==> config.mk <==
export PLATFORM = sky130hd
export DESIGN_NAME = crc32_mpeg2_word_engine_flat
export DESIGN_NICKNAME = d
export VERILOG_FILES = /design/src/hw/rtl/crcmw_pkg.sv /design/src/hw/rtl/crcmw_in_if.sv /design/src/hw/rtl/crcmw_out_if.sv /design/src/hw/rtl/crc32_mpeg2_word_engine.sv /design/src/hw/rtl/crcmw_front.sv /design/src/hw/rtl/crcmw_queue.sv /design/src/hw/rtl/crcmw_back.sv /design/src/flat_wrapper.sv
export SDC_FILE = /design/constraint.sdc
export NUM_CORES = 1
export LEC_CHECK = 0
export BUFFER_PORTS_ARGS = -buffer_cell sky130_fd_sc_hd__buf_2
export CAP_MARGIN = 20
export CORE_MARGIN = 2
export CORE_UTILIZATION = 50
export DETAILED_ROUTE_END_ITERATION = 10
export GPL_TIMING_DRIVEN = 1
export PLACE_DENSITY = 0.72
export SETUP_SLACK_MARGIN = 0.2
export SYNTH_ARGS = -nofsm -noshare
export SYNTH_HDL_FRONTEND = slang
export SYNTH_SLANG_ARGS = --single-unit
==> constraint.sdc <==
create_clock -name clk -period 27.2 [get_ports clk]
set_input_delay 2.72 -clock clk [delete_from_list [all_inputs] [get_ports clk]]
set_output_delay 2.72 -clock clk [all_outputs]
set_load 0.03 [all_outputs]
==> src/hw/rtl/crcmw_pkg.sv <==
package crcmw_pkg;

  // Widths of the channel fields
  localparam int unsigned DATA_W  = 64;
  localparam int unsigned COUNT_W = 4;
  localparam int unsigned CRC_W   = 32;

  // Bytes taken from one word; larger counts saturate here
  localparam int unsigned BYTES_PER_WORD = 8;

  // Generator polynomial and reset values
  localparam logic [CRC_W-1:0] CRC_POLY     = 32'h04C1_1DB7;
  localparam logic [CRC_W-1:0] CRC_ALL_ONES = 32'hFFFF_FFFF;

  // Decoupling queue between front and back
  localparam int unsigned QUEUE_DEPTH = 2;
  localparam int unsigned QPTR_W      = (QUEUE_DEPTH > 1) ? $clog2(QUEUE_DEPTH) : 1;
  localparam int unsigned QCNT_W      = $clog2(QUEUE_DEPTH + 1);

  // Classified word handed from front to back
  typedef struct packed {
    logic [CRC_W-1:0]   data_crc;  // data contribution from a zero remainder
    logic [COUNT_W-1:0] nbytes;    // bytes to fold, 0..BYTES_PER_WORD
    logic               first;     // reload start value before folding
  } crcmw_entry_t;

  // Queue status seen by both neighbors
  typedef struct packed {
    logic empty;
    logic full;
  } crcmw_qstat_t;

  // Fold one byte into the remainder, MSB first
  function automatic logic [CRC_W-1:0] crc_byte(input logic [CRC_W-1:0] rem,
                                                input logic [7:0] data);
    logic [CRC_W-1:0] r;
    r = rem ^ {data, 24'h000000};
    for (int b = 0; b < 8; b++) begin
      if (r[CRC_W-1]) begin
        r = {r[CRC_W-2:0], 1'b0} ^ CRC_POLY;
      end else begin
        r = {r[CRC_W-2:0], 1'b0};
      end
    end
    return r;
  endfunction

  // Contribution of a full 8-byte word when starting from zero
  function automatic logic [CRC_W-1:0] crc_word_zero(input logic [DATA_W-1:0] data);
    logic [CRC_W-1:0] r;
    r = '0;
    for (int k = 0; k < 8; k++) begin
      r = crc_byte(r, data[8*k +: 8]);
    end
    return r;
  endfunction

  // Advance a remainder over n zero bytes
  function automatic logic [CRC_W-1:0] crc_advance(input logic [CRC_W-1:0] rem,
                                                   input logic [COUNT_W-1:0] n);
    logic [CRC_W-1:0] r;
    r = rem;
    for (int k = 0; k < 8; k++) begin
      if (COUNT_W'(k) < n) begin
        r = crc_byte(r, 8'h00);
      end
    end
    return r;
  endfunction

endpackage

==> src/hw/rtl/crcmw_in_if.sv <==
interface crcmw_in_if;
  logic                              valid;
  logic                              ready;
  logic [crcmw_pkg::DATA_W-1:0]      data_bytes;
  logic [crcmw_pkg::COUNT_W-1:0]     byte_count;
  logic                              first;

  modport source (output valid, output data_bytes, output byte_count, output first,
                  input ready);
  modport sink   (input valid, input data_bytes, input byte_count, input first,
                  output ready);
endinterface

==> src/hw/rtl/crcmw_out_if.sv <==
interface crcmw_out_if;
  logic                         valid;
  logic                         ready;
  logic [crcmw_pkg::CRC_W-1:0]  crc;

  modport source (output valid, output crc, input ready);
  modport sink   (input valid, input crc, output ready);
endinterface

==> src/hw/rtl/crc32_mpeg2_word_engine.sv <==
// Channel   Role   Payload                              Transfer
// in_ch     sink   data_bytes[63:0] byte_count[3:0] first  valid && ready
// out_ch    source crc[31:0]                            valid && ready
// config    write  start_value_wdata[31:0]              start_value_we
//
// One word per clock sustained while out_ch is ready; a word's CRC passes the front register
// (loaded at the transfer edge), then the queue, then the result register.
// The remainder feedback is a single XOR matrix over the remainder and the byte count.
// Reset (synchronous) sets start value and remainder to all ones and empties the queue.
// A stalled output fills the two-entry queue, then the front, then drops in_ch.ready.
module crc32_mpeg2_word_engine (
  input  logic                         clk,
  input  logic                         rst,
  crcmw_in_if.sink                     in_ch,
  crcmw_out_if.source                  out_ch,
  input  logic                         start_value_we,
  input  logic [crcmw_pkg::CRC_W-1:0]  start_value_wdata
);

  logic                    push;
  logic                    pop;
  crcmw_pkg::crcmw_entry_t push_entry;
  crcmw_pkg::crcmw_entry_t head;
  crcmw_pkg::crcmw_qstat_t q_stat;

  // Classify incoming words
  crcmw_front u_front (
    .clk        (clk),
    .rst        (rst),
    .in_ch      (in_ch),
    .q_stat     (q_stat),
    .push       (push),
    .push_entry (push_entry)
  );

  // Decouple front and back
  crcmw_queue u_queue (
    .clk        (clk),
    .rst        (rst),
    .push       (push),
    .push_entry (push_entry),
    .pop        (pop),
    .head       (head),
    .q_stat     (q_stat)
  );

  // Fold words into the remainder
  crcmw_back u_back (
    .clk               (clk),
    .rst               (rst),
    .start_value_we    (start_value_we),
    .start_value_wdata (start_value_wdata),
    .head              (head),
    .q_stat            (q_stat),
    .pop               (pop),
    .out_ch            (out_ch)
  );

`ifndef NO_ASSERTIONS
  // Queue cannot be both empty and full
  a_qstat_sane: assert property (@(posedge clk) disable iff (rst)
    !(q_stat.empty && q_stat.full))
    else $error("queue reports empty and full together");

  // A word taken from the queue always lands in the result register
  a_pop_result: assert property (@(posedge clk) disable iff (rst)
    pop |=> out_ch.valid)
    else $error("popped word produced no result");

  // The front only hands over while the queue has room
  a_push_room: assert property (@(posedge clk) disable iff (rst)
    push |-> !q_stat.full)
    else $error("push into full queue");

  // Input is refused only while the front holds a word the full queue cannot take
  a_ready_full: assert property (@(posedge clk) disable iff (rst)
    !in_ch.ready |-> q_stat.full)
    else $error("input stalled with queue room");
`endif

endmodule

==> src/hw/rtl/crcmw_front.sv <==
module crcmw_front (
  input  logic                   clk,
  input  logic                   rst,
  crcmw_in_if.sink               in_ch,
  input  crcmw_pkg::crcmw_qstat_t q_stat,
  output logic                   push,
  output crcmw_pkg::crcmw_entry_t push_entry
);

  logic                          busy;
  crcmw_pkg::crcmw_entry_t       entry;
  logic [crcmw_pkg::COUNT_W-1:0] nbytes;
  logic [6:0]                    pad_shift;
  logic [crcmw_pkg::DATA_W-1:0]  padded;
  logic                          take;

  // Saturate the byte count
  always_comb begin
    if (in_ch.byte_count > crcmw_pkg::COUNT_W'(crcmw_pkg::BYTES_PER_WORD)) begin
      nbytes = crcmw_pkg::COUNT_W'(crcmw_pkg::BYTES_PER_WORD);
    end else begin
      nbytes = in_ch.byte_count;
    end
  end

  // Lead with zero bytes so the valid bytes end the word; unused bytes fall off the top
  assign pad_shift = {4'(4'd8 - nbytes), 3'b000};
  assign padded    = in_ch.data_bytes << pad_shift;

  // Hand over when the queue has room
  assign push        = busy && !q_stat.full;
  assign push_entry  = entry;
  assign in_ch.ready = !busy || !q_stat.full;
  assign take        = in_ch.valid && in_ch.ready;

  // Hold the classified word until the queue takes it
  always_ff @(posedge clk) begin
    if (rst) begin
      busy <= 1'b0;
    end else if (take) begin
      busy <= 1'b1;
    end else if (push) begin
      busy <= 1'b0;
    end
  end

  always_ff @(posedge clk) begin
    if (take) begin
      entry.data_crc <= crcmw_pkg::crc_word_zero(padded);
      entry.nbytes   <= nbytes;
      entry.first    <= in_ch.first;
    end
  end

endmodule

==> src/hw/rtl/crcmw_queue.sv <==
module crcmw_queue (
  input  logic                    clk,
  input  logic                    rst,
  input  logic                    push,
  input  crcmw_pkg::crcmw_entry_t push_entry,
  input  logic                    pop,
  output crcmw_pkg::crcmw_entry_t head,
  output crcmw_pkg::crcmw_qstat_t q_stat
);

  crcmw_pkg::crcmw_entry_t      slots [crcmw_pkg::QUEUE_DEPTH];
  logic [crcmw_pkg::QPTR_W-1:0] wr_ptr;
  logic [crcmw_pkg::QPTR_W-1:0] rd_ptr;
  logic [crcmw_pkg::QCNT_W-1:0] count;
  logic                         do_push;
  logic                         do_pop;

  assign q_stat.empty = (count == '0);
  assign q_stat.full  = (count == crcmw_pkg::QCNT_W'(crcmw_pkg::QUEUE_DEPTH));
  assign do_push      = push && !q_stat.full;
  assign do_pop       = pop && !q_stat.empty;
  assign head         = slots[rd_ptr];

  function automatic logic [crcmw_pkg::QPTR_W-1:0] wrap_inc(
      input logic [crcmw_pkg::QPTR_W-1:0] p);
    if (p == crcmw_pkg::QPTR_W'(crcmw_pkg::QUEUE_DEPTH - 1)) begin
      return '0;
    end
    return p + 1'b1;
  endfunction

  // Advance pointers and occupancy
  always_ff @(posedge clk) begin
    if (rst) begin
      wr_ptr <= '0;
      rd_ptr <= '0;
      count  <= '0;
    end else begin
      if (do_push) begin
        wr_ptr <= wrap_inc(wr_ptr);
      end
      if (do_pop) begin
        rd_ptr <= wrap_inc(rd_ptr);
      end
      if (do_push && !do_pop) begin
        count <= count + 1'b1;
      end else if (do_pop && !do_push) begin
        count <= count - 1'b1;
      end
    end
  end

  // Store the incoming entry
  always_ff @(posedge clk) begin
    if (do_push) begin
      slots[wr_ptr] <= push_entry;
    end
  end

endmodule

==> src/hw/rtl/crcmw_back.sv <==
module crcmw_back (
  input  logic                         clk,
  input  logic                         rst,
  input  logic                         start_value_we,
  input  logic [crcmw_pkg::CRC_W-1:0]  start_value_wdata,
  input  crcmw_pkg::crcmw_entry_t      head,
  input  crcmw_pkg::crcmw_qstat_t      q_stat,
  output logic                         pop,
  crcmw_out_if.source                  out_ch
);

  logic [crcmw_pkg::CRC_W-1:0] start_value;
  logic [crcmw_pkg::CRC_W-1:0] remainder;
  logic [crcmw_pkg::CRC_W-1:0] base;
  logic [crcmw_pkg::CRC_W-1:0] remainder_next;
  logic                        valid;
  logic [crcmw_pkg::CRC_W-1:0] crc;

  // Take the next word when the result register is free or being drained
  assign pop = !q_stat.empty && (!valid || out_ch.ready);

  // Fold the word: advance the remainder over its bytes, add the data part
  assign base           = head.first ? start_value : remainder;
  assign remainder_next = crcmw_pkg::crc_advance(base, head.nbytes) ^ head.data_crc;

  assign out_ch.valid = valid;
  assign out_ch.crc   = crc;

  // Hold the start value register
  always_ff @(posedge clk) begin
    if (rst) begin
      start_value <= crcmw_pkg::CRC_ALL_ONES;
    end else if (start_value_we) begin
      start_value <= start_value_wdata;
    end
  end

  // Advance the running remainder
  always_ff @(posedge clk) begin
    if (rst) begin
      remainder <= crcmw_pkg::CRC_ALL_ONES;
      valid     <= 1'b0;
    end else begin
      if (pop) begin
        remainder <= remainder_next;
        valid     <= 1'b1;
      end else if (out_ch.ready) begin
        valid <= 1'b0;
      end
    end
  end

  // Hold the result until transfer
  always_ff @(posedge clk) begin
    if (pop) begin
      crc <= remainder_next;
    end
  end

endmodule
==> src/flat_wrapper.sv <==
// flat-port wrapper written by rule: the top's interface ports become plain ports
module crc32_mpeg2_word_engine_flat 
  (clk, rst, start_value_we, start_value_wdata, in_ch_valid, in_ch_data_bytes, in_ch_byte_count, in_ch_first, in_ch_ready, out_ch_valid, out_ch_crc, out_ch_ready);
  crcmw_in_if in_ch_i ();
  crcmw_out_if out_ch_i ();
  input  logic clk;
  input  logic rst;
  input  logic start_value_we;
  input  logic [crcmw_pkg::CRC_W-1:0] start_value_wdata;
  input wire logic [$bits(in_ch_i.valid)-1:0] in_ch_valid;
  input wire logic [$bits(in_ch_i.data_bytes)-1:0] in_ch_data_bytes;
  input wire logic [$bits(in_ch_i.byte_count)-1:0] in_ch_byte_count;
  input wire logic [$bits(in_ch_i.first)-1:0] in_ch_first;
  output wire logic [$bits(in_ch_i.ready)-1:0] in_ch_ready;
  output wire logic [$bits(out_ch_i.valid)-1:0] out_ch_valid;
  output wire logic [$bits(out_ch_i.crc)-1:0] out_ch_crc;
  input wire logic [$bits(out_ch_i.ready)-1:0] out_ch_ready;
  assign in_ch_i.valid = in_ch_valid;
  assign in_ch_i.data_bytes = in_ch_data_bytes;
  assign in_ch_i.byte_count = in_ch_byte_count;
  assign in_ch_i.first = in_ch_first;
  assign in_ch_ready = in_ch_i.ready;
  assign out_ch_valid = out_ch_i.valid;
  assign out_ch_crc = out_ch_i.crc;
  assign out_ch_i.ready = out_ch_ready;
  crc32_mpeg2_word_engine u_core (.clk(clk), .rst(rst), .in_ch(in_ch_i), .out_ch(out_ch_i), .start_value_we(start_value_we), .start_value_wdata(start_value_wdata));
endmodule
==> results.toml <==
[drt]
vias = 21700
wl_mm = 85.5
final_antenna_net_count = 0
dr.first_iter.drc_count = 2248
first_pass_iters = 6
detail_route.drc_violations = 0
detail_route.vias_per_cell = 5.98
routed_wire_length_per_instance_um = 23.6

[run]
maxCapViolCount = 0

[worst_hold_path]
hold_path.startpoint = "u_core.u_front.push_entry[2]"
worst_hold_path.endpoint = "u_core.u_queue.slots[0][2]"
hold_path_class = "reg2reg"
whs_path_depth = 0

[timing]
final-hold-violation-count = 0
timing.final.setup_violations = 0
setup-tns-final_ps = 0
setup_repair_after_global_routing_missed_its_margin = "false"
report.final.slew_viol_count = 0
finalClockSkew_ps = 13.3
tightestPinTransition_ps = 976
fmaxAchievable_mhz = 81.9
layout_worst_path_cycle_share_pct = 44.9
fin_hold_ws_ps = 444
layout_min_cycle_time_ps = 12210
timing.max_slew.rel_slack_pct = 34.0

[placed_design]
io_buffer_count = 139
place_hpwl_mm = 67.3
gp_congestion = 0.996

[synth]
synthArstFlopShare_pct = 0
ys_types = 101
synth_sequential_area_ratio_pct = 20.8
synth_edf_count = 143
ys.flop_type = "sky130_fd_sc_hd__edfxtp_1"
synthesis.yosys.warnings = 0
avgSynthCellArea_um2 = 9.53
ys_seq_elements = 214
synth_top_cell_area_share_pct = 21.3
netlist_instances = 2889
synth_top_area_cell = "sky130_fd_sc_hd__xnor2_1"
ys_top_cells_by_area = "sky130_fd_sc_hd__xnor2_1 21%, sky130_fd_sc_hd__edfxtp_1 16%, sky130_fd_sc_hd__xnor3_1 8.6%"
postSynthNetCount = 2997
syn-cell-area_um2 = 27500

[worst_setup_path]
critPathCaptureType = "register"
worst-endpoint-required_ps = 27470
reg2reg_depth = 24
worst-path-max-fanout = 69
crit_type = "in2reg"
cp.arrival_ps = 12480
startpoint_type = "primary input"
regToRegEndpoint = "u_core.u_back.out_ch.crc[9]"
reg2reg_slack_ps = 16400

[grt]
grt_pass1_vias = 21300
globalRouteTotalUtil_pct = 29.6
grt_overflow = 0
grt_max_degree = 70
global_route_wire_length_before_repair_mm = 129
antenna_found_initial = 0

[clock_network]
clkTransAtPathRegs_ps = 60
clock_tree.root_cell = "sky130_fd_sc_hd__clkbuf_16"
holdBufCountCts = 0
post-cts-setup-buffer-count = 0
cts-resized-gates = 0
insertion_delay_ps = 530
htree_levels = 1
numCtsBuffers = 22
cts_sinks = 214
clock_path_buffers = 3
cts_tree = "yes"

[floorplan]
start_util_pct = 50.3
placementRows = 86
die_h_um = 239
floorplan.die.width_um = 239
ioPinCount = 140
design.die.area_um2 = 57000
core-area_um2 = 54800

[run_status]
run_status = "complete, no violations"

[cells_and_area]
final_nets = 3016
fillerInstances = 4919
syn2layout_area_growth_pct = 6.85
area_taken_by_multi_input_logic_gates_um2 = 21000
seqCellArea_um2 = 5720
final_layout_size_suffix_gt1_share_pct = 12.9
antenna_fix_cells = 0
-- critical path, stage by stage --
cell,delay (ps)
sky130_fd_sc_hd__buf_2,170
sky130_fd_sc_hd__nand2b_2,140
sky130_fd_sc_hd__buf_4,670
sky130_fd_sc_hd__ha_1,590
sky130_fd_sc_hd__o21ai_0,210
sky130_fd_sc_hd__and2_1,430
sky130_fd_sc_hd__nor2_1,620
sky130_fd_sc_hd__nand2_1,300
sky130_fd_sc_hd__xnor2_1,440
sky130_fd_sc_hd__xnor2_2,200
sky130_fd_sc_hd__xnor2_1,580
sky130_fd_sc_hd__xnor2_2,230
sky130_fd_sc_hd__xnor2_2,390
sky130_fd_sc_hd__xnor2_1,220
sky130_fd_sc_hd__xnor2_1,190
sky130_fd_sc_hd__xnor2_1,650
sky130_fd_sc_hd__xor2_1,300
sky130_fd_sc_hd__xnor2_1,490
sky130_fd_sc_hd__xnor2_2,200
sky130_fd_sc_hd__xnor2_1,630
sky130_fd_sc_hd__xnor2_2,250
sky130_fd_sc_hd__xor2_1,440
sky130_fd_sc_hd__xnor2_1,220
sky130_fd_sc_hd__xnor2_2,490
sky130_fd_sc_hd__xnor2_2,250
sky130_fd_sc_hd__xor2_1,290
sky130_fd_sc_hd__xnor2_1,110
-- cells in the final DEF (no fill, tap or decap), types with 70 or more instances in the layout --
cell type | synthesis | layout
sky130_fd_sc_hd__xnor2_1 | 670 | 670
sky130_fd_sc_hd__nand2_1 | 273 | 273
sky130_fd_sc_hd__xor2_1 | 236 | 236
sky130_fd_sc_hd__mux2i_1 | 211 | 209
sky130_fd_sc_hd__nor2_1 | 177 | 173
sky130_fd_sc_hd__edfxtp_1 | 143 | 143
sky130_fd_sc_hd__buf_2 | 38 | 139
sky130_fd_sc_hd__a21oi_1 | 126 | 124
sky130_fd_sc_hd__xnor3_1 | 105 | 105
sky130_fd_sc_hd__o21ai_0 | 85 | 85
sky130_fd_sc_hd__dfxtp_1 | 71 | 70
-- area by class of cell --
cell class                 instances  area share, %
clock inverter                    15          0.608
inverter                          12          0.153
tap                              704           2.99
clock buffer                      25           2.02
sequential                       214           19.4
multi-input combinational       2484           71.5
timing repair buffer             174           3.30
-- state kept, by name, summed over array words and instances (netlist names), named ones only --
name / cells
u_core.u_back.out_ch.valid: 1
u_core.u_queue.wr_ptr: 1
u_core.u_back.out_ch.crc: 32
u_core.u_back.remainder: 32
u_core.u_front.busy: 1
u_core.u_back.start_value: 32
u_core.u_queue.rd_ptr: 1
u_core.u_queue.slots: 74
u_core.u_queue.count: 2
u_core.u_front.push_entry: 37
-- synthesized netlist by cell type, drive strengths merged, types with 30 or more instances --
| library cell | count |
|---|---|
| buf | 89 |
| a21oi | 134 |
| mux2i | 219 |
| clkbuf | 90 |
| dfxtp | 71 |
| xnor3 | 105 |
| a211oi | 30 |
| edfxtp | 143 |
| nand2 | 274 |
| nor2 | 178 |
| o21ai | 99 |
| and2 | 42 |
| xor2 | 247 |
| nor3 | 40 |
| xnor2 | 716 |
| nand3 | 51 |
-- metrics by stage --
stage	utilization, %	setup WS, ps	cell area (um^2)	cells
final	53.7	14990	29400	3628
after global routing	53.7	14170	29400	3628
after CTS	53.7	15050	29400	3627
after detailed placement	52.3	14550	28600	3587
after global placement	52.3	14680	28600	3587
after floorplan	-	15280	27500	2889
-- per-layer routing --
layer	up-vias	global-route usage (%)	share of wire, %
li1	10100	-	-
met1	10500	38.3	41
met2	900	50.7	48
met3	191	2.47	6.1
met4	0	12.8	4.8
met5	-	0	0
-- worst max path at each step --
| stage | from | to | slack [ps] | depth (start not counted) |
|---|---|---|---|---|
| 2_1_floorplan | in_ch_byte_count[3] | u_core.u_front.push_entry[16] | 15280 | 34 |
| 3_3_place_gp | in_ch_byte_count[3] | u_core.u_front.push_entry[14] | 14680 | 27 |
| 3_5_place_dp | in_ch_byte_count[3] | u_core.u_front.push_entry[14] | 14550 | 27 |
| 4_1_cts | in_ch_byte_count[3] | u_core.u_front.push_entry[14] | 15050 | 27 |
| 5_1_grt | in_ch_byte_count[3] | u_core.u_front.push_entry[10] | 14170 | 25 |
| 6_report | in_ch_byte_count[3] | u_core.u_front.push_entry[14] | 14990 | 27 |
-- cell families after synthesis --
| logic type | Yosys count | share of synthesized area (%) |
|---|---|---|
| muxes | 261 | 10.6 |
| buffers and inverters | 191 | 3.17 |
| and+or+nand+nor | 679 | 11.2 |
| adders and majority gates | 2 | 0.0909 |
| AOI/OAI and AO/OA | 451 | 11.1 |
| DFF | 214 | 20.8 |
| xor gates and xnor gates | 1091 | 43.1 |
Power is left out: the tool's default activity adds up to more than one toggle a clock period on the data nets, which glitch-free logic cannot reach.
